==> src/design/lbrw_pkg.sv <==
// Shared types and constants for the longest bounded-range window block.
package lbrw_pkg;

  // Field widths and store depth.
  localparam int IDX_W = 10;
  localparam int VAL_W = 30;
  localparam int DEPTH = 1024;
  localparam logic [IDX_W:0] DEPTH_L = (IDX_W+1)'(DEPTH);
  localparam logic [IDX_W-1:0] LAST_IDX = IDX_W'(DEPTH - 1);

  // Item modes.
  localparam logic MODE_WRITE = 1'b0;
  localparam logic MODE_QUERY = 1'b1;

  // Input word.
  typedef struct packed {
    logic             mode;
    logic [IDX_W-1:0] element_index;
    logic [VAL_W-1:0] element_value;
    logic [IDX_W-1:0] query_left;
    logic [IDX_W-1:0] query_right;
  } in_word_t;

  // Result word.
  typedef struct packed {
    logic [IDX_W-1:0] window_start;
    logic [IDX_W-1:0] window_end;
  } out_word_t;

  // Commands from the controller to the datapath.
  typedef struct packed {
    logic wr_en;
    logic ld_query;
    logic rd_sel;
    logic init;
    logic step;
    logic commit;
    logic next;
    logic load_out;
  } cmd_t;

  // Status from the datapath to the controller.
  typedef struct packed {
    logic empty;
    logic more;
    logic fits;
    logic cont;
  } sts_t;

endpackage

==> src/design/lbrw_ctrl.sv <==
// Controller: sequences writes, the window search and the result handoff.
module lbrw_ctrl import lbrw_pkg::*; (
  input  logic clk,
  input  logic rst_n,
  input  logic in_valid,
  output logic in_ready,
  input  logic in_mode,
  output logic out_valid,
  input  logic out_ready,
  input  sts_t sts,
  output cmd_t cmd
);

  localparam logic [2:0] S_IDLE = 3'd0;
  localparam logic [2:0] S_RS   = 3'd1;
  localparam logic [2:0] S_RI   = 3'd2;
  localparam logic [2:0] S_CK   = 3'd3;
  localparam logic [2:0] S_EV   = 3'd4;
  localparam logic [2:0] S_FIN  = 3'd5;
  localparam logic [2:0] S_NX   = 3'd6;
  localparam logic [2:0] S_DONE = 3'd7;

  logic [2:0] state_r, state_nxt;
  logic       out_valid_r, out_valid_nxt;

  // Next state and commands.
  always_comb begin
    state_nxt     = state_r;
    out_valid_nxt = out_valid_r;
    cmd           = '0;
    in_ready      = 1'b0;
    if (out_valid_r && out_ready) begin
      out_valid_nxt = 1'b0;
    end
    case (state_r)
      S_IDLE: begin
        in_ready = 1'b1;
        if (in_valid) begin
          if (in_mode == MODE_WRITE) begin
            cmd.wr_en = 1'b1;
          end else begin
            cmd.ld_query = 1'b1;
            state_nxt    = sts.empty ? S_DONE : S_RS;
          end
        end
      end
      S_RS: begin
        state_nxt = S_RI;
      end
      S_RI: begin
        cmd.init  = 1'b1;
        state_nxt = S_CK;
      end
      S_CK: begin
        if (sts.more) begin
          cmd.rd_sel = 1'b1;
          state_nxt  = S_EV;
        end else begin
          state_nxt = S_FIN;
        end
      end
      S_EV: begin
        if (sts.fits) begin
          cmd.step  = 1'b1;
          state_nxt = S_CK;
        end else begin
          state_nxt = S_FIN;
        end
      end
      S_FIN: begin
        cmd.commit = 1'b1;
        state_nxt  = S_NX;
      end
      S_NX: begin
        if (sts.cont) begin
          cmd.next  = 1'b1;
          state_nxt = S_RS;
        end else begin
          state_nxt = S_DONE;
        end
      end
      S_DONE: begin
        if (!out_valid_r || out_ready) begin
          cmd.load_out  = 1'b1;
          out_valid_nxt = 1'b1;
          state_nxt     = S_IDLE;
        end
      end
      default: begin
        state_nxt = S_IDLE;
      end
    endcase
  end

  always_ff @(posedge clk) begin
    if (!rst_n) begin
      state_r     <= S_IDLE;
      out_valid_r <= 1'b0;
    end else begin
      state_r     <= state_nxt;
      out_valid_r <= out_valid_nxt;
    end
  end

  assign out_valid = out_valid_r;

  // Checks.
  a_load_sets_valid: assert property (@(posedge clk) disable iff (!rst_n)
    cmd.load_out |=> out_valid_r)
    else $error("loaded result not presented");

  a_load_slot_free: assert property (@(posedge clk) disable iff (!rst_n)
    cmd.load_out |-> (!out_valid_r || out_ready))
    else $error("result overwritten before it was taken");

  a_query_searches: assert property (@(posedge clk) disable iff (!rst_n)
    (cmd.ld_query && !sts.empty) |=> state_r == S_RS)
    else $error("nonempty query did not start a search");

endmodule

==> config.mk <==
export PLATFORM = sky130hd
export DESIGN_NAME = lbrw_ctrl
export DESIGN_NICKNAME = d
export VERILOG_FILES = /design/src/design/lbrw_pkg.sv /design/src/design/lbrw_ctrl.sv
export SDC_FILE = /design/constraint.sdc
export NUM_CORES = 1
export LEC_CHECK = 0
export ABC_CLOCK_PERIOD_IN_PS = 1100
export BUFFER_PORTS_ARGS = -buffer_cell sky130_fd_sc_hd__buf_2
export CORE_AREA = 10 10 47 49
export CTS_CLUSTER_SIZE = 30
export DETAILED_ROUTE_END_ITERATION = 8
export DIE_AREA = 0 0 57 59
export PLACE_DENSITY = 0.59
export SLEW_MARGIN = 10
export SYNTH_ARGS = -nofsm -noshare
export SYNTH_HDL_FRONTEND = slang
export SYNTH_SLANG_ARGS = --single-unit
export TNS_END_PERCENT = 100
==> constraint.sdc <==
create_clock -name clk -period 1.1 [get_ports clk]
set_input_delay 0 -clock clk [delete_from_list [all_inputs] [get_ports clk]]
set_output_delay 0 -clock clk [all_outputs]
set_load 0.02 [all_outputs]
==> results.json <==
{
  "boundaryPins": 19,
  "slew_violations": 0,
  "postSynthCellCount": 41,
  "avgRoutedWirePerCell_um": 14.0,
  "ctsRootBufferMaster": "clkbuf_4",
  "core_area_um2": 1400,
  "portBuffers": 18,
  "switching_share_pct": 39.3,
  "grt_pass1_vias": 417,
  "antenna_found_initial": 0,
  "rows": 14,
  "htreeDepth": 1,
  "final_util_pct": 44.7,
  "status": "finished, violations left",
  "antenna_left": 0,
  "clock_skew_ns": 0.00748,
  "ys_types": 24,
  "dieWidth_um": 57,
  "hold_depth": 3,
  "finalHoldViolCount": 0,
  "fin_nets": 83,
  "clk_path_buf_depth": 2,
  "antenna_cells": 0,
  "worstSetupPathType": "reg2out",
  "power_frac_comb_pct": 60.1,
  "place_inst": 75,
  "die_y_um": 59,
  "worstMarginPinSlew_ns": 0.242,
  "drc": 0,
  "internal_power_uw": 698,
  "mostFrequentLayoutCell": "buf_4",
  "rrSetupSlack_ns": -0.05,
  "post-route-period-util_pct": 107,
  "insertion_delay_ns": 0.24,
  "yosysWarnings": 0,
  "power.share.sequential_pct": 23.5,
  "leakage_uw": 0.000300,
  "slew_headroom_pct": 83.8,
  "switchingPower_uw": 452,
  "grt_max_degree": 11,
  "dr.first_iter.drc_count": 7,
  "powerDensity_nw_per_um2": 1830,
  "multi_input_area_um2": 263,
  "gp_congestion": 0.726,
  "holdWs_ns": 0.0722,
  "avgViaCountPerCell": 4.73,
  "syn_avg_cell_area_um2": 7.84,
  "syn_to_final_growth_pct": 94.9,
  "start_util_pct": 22.9,
  "dp_hpwl_um": 708,
  "grt_usage_pct": 6.08,
  "drive_above_1_share_pct": 68.1,
  "cp-end-kind": "output pin",
  "power_frac_clock_pct": 16.4,
  "ys_seq_elements": 4,
  "tns_ns": -0.209,
  "grt_pass1_wl_um": 1680,
  "cts_tree": "yes",
  "cts.reportedPaths.clkPinSlew_ns": 0.04,
  "via_count": 416,
  "die-area_um2": 3360,
  "cts_made_buffers": 3,
  "rsz0062_at_grt": "yes",
  "ff2ff_path_depth": 4,
  "register_area_um2": 91.3,
  "ir_drop_uv": 974,
  "worst-path-max-fanout": 7,
  "clkSinkCount": 4,
  "fmax_mhz": 852,
  "syn-num-nets": 50,
  "fin_ws_ns": -0.0734,
  "mappedNetlistArea_um2": 322,
  "final_cell_mix": "13 x buf_4, 10 x buf_2, 6 x buf_6, 4 x nand2_1",
  "critPathRequiredTime_ns": 1.10,
  "violations": "negative setup slack",
  "ys_seq_area_share_pct": 24.9,
  "min_period_ns": 1.17,
  "max_cap_viol_count": 0,
  "setup_viol": 5,
  "fill_cells": 154,
  "startpoint_type": "register",
  "fin_cells": 88,
  "first_pass_iters": 4,
  "cp.arrival_ns": 1.17,
  "hold_class": "in2reg",
  "wl_um": 1230,
  "grt.overflow.total": 0,
  "post-place-ws_ns": -0.00311
}
-- synth_stat cells (all sizes together) --
master	instances	area (um2)
nor2b	3	18.8
nor3b	1	12.5
a31oi	1	6.26
a21oi	3	15.0
nor2	5	18.8
and3b	1	8.76
nand3b	1	7.51
dfxtp	4	80.1
a21bo	1	10.0
buf	3	23.8
a2bb2oi	1	8.76
o21a	1	7.51
nand2	5	18.8
a22oi	1	12.5
and3	2	17.5
nor3	2	15.0
nand2b	2	12.5
o21ai	2	10.0
and4b	1	10.0
and2b	1	7.51
-- area by class of cell --
| class | count | share of cell area, % |
|---|---|---|
| Sequential cell | 4 | 14.6 |
| Tap cell | 16 | 3.19 |
| Timing Repair Buffer | 31 | 36.7 |
| Clock buffer | 3 | 3.59 |
| Multi-Input combinational cell | 34 | 41.9 |
-- power groups by stage --
stage / Combinational, uW / Clock (uW) / Sequential [uW]
6_report: 691 / 189 / 270
2_1_floorplan: 365 / 0 / 216
4_1_cts: 535 / 191 / 279
3_3_place_gp: 432 / 0 / 269
5_1_grt: 747 / 204 / 281
3_5_place_dp: 434 / 0 / 270
-- stage by stage --
step | power, uW | instance area, um2
2_1_floorplan | 581 | 328
3_3_place_gp | 701 | 437
3_5_place_dp | 704 | 437
4_1_cts | 1000 | 543
5_1_grt | 1230 | 627
6_report | 1150 | 627
-- timing repair --
item                                    CTS  global route
endpoints found under the hold margin     1             0
pin swaps                                 4             7
hold buffers                              1             0
gates resized for setup                  15            14
setup buffers                             4             6
endpoints found under the setup margin   10            11
-- logic make-up (layout without fill, tap and decap cells) --
kind of cell	Yosys count	after routing	synth area share (%)
simple gates	24	24	45.9
flops	4	4	24.9
compound gates	10	10	21.8
buf+inv	3	34	7.39
-- registers in the layout (all words and copies together) (netlist names) --
register and cells:
state_r 3, out_valid 1
-- per-layer routing --
layer / GRT usage (%) / up-vias / routed length (um) / part of all wire, %
met3: 3.43 / 0 / 51 / 4.1
li1: - / 209 / - / -
met2: 11.2 / 15 / 709 / 58
met5: 0 / - / 0 / 0
met4: 1.01 / 0 / 0 / 0
met1: 5.90 / 192 / 467 / 38
-- critical path, cell delays in order, from the launching register on --
cell and delay (ns):
dfxtp_4 0.36, nor3_4 0.24, and3_4 0.22, buf_6 0.11
-- final timing paths --
path,from,endpoint
max,state_r[1]$_SDFFE_PN0P_,cmd[6]
min,sts[3],state_r[1]$_SDFFE_PN0P_
max reg2reg,state_r[2]$_SDFFE_PN0P_,state_r[2]$_SDFFE_PN0P_
min reg2reg,state_r[1]$_SDFFE_PN0P_,state_r[0]$_SDFFE_PN0P_
Power figures use the tool's default switching activity.
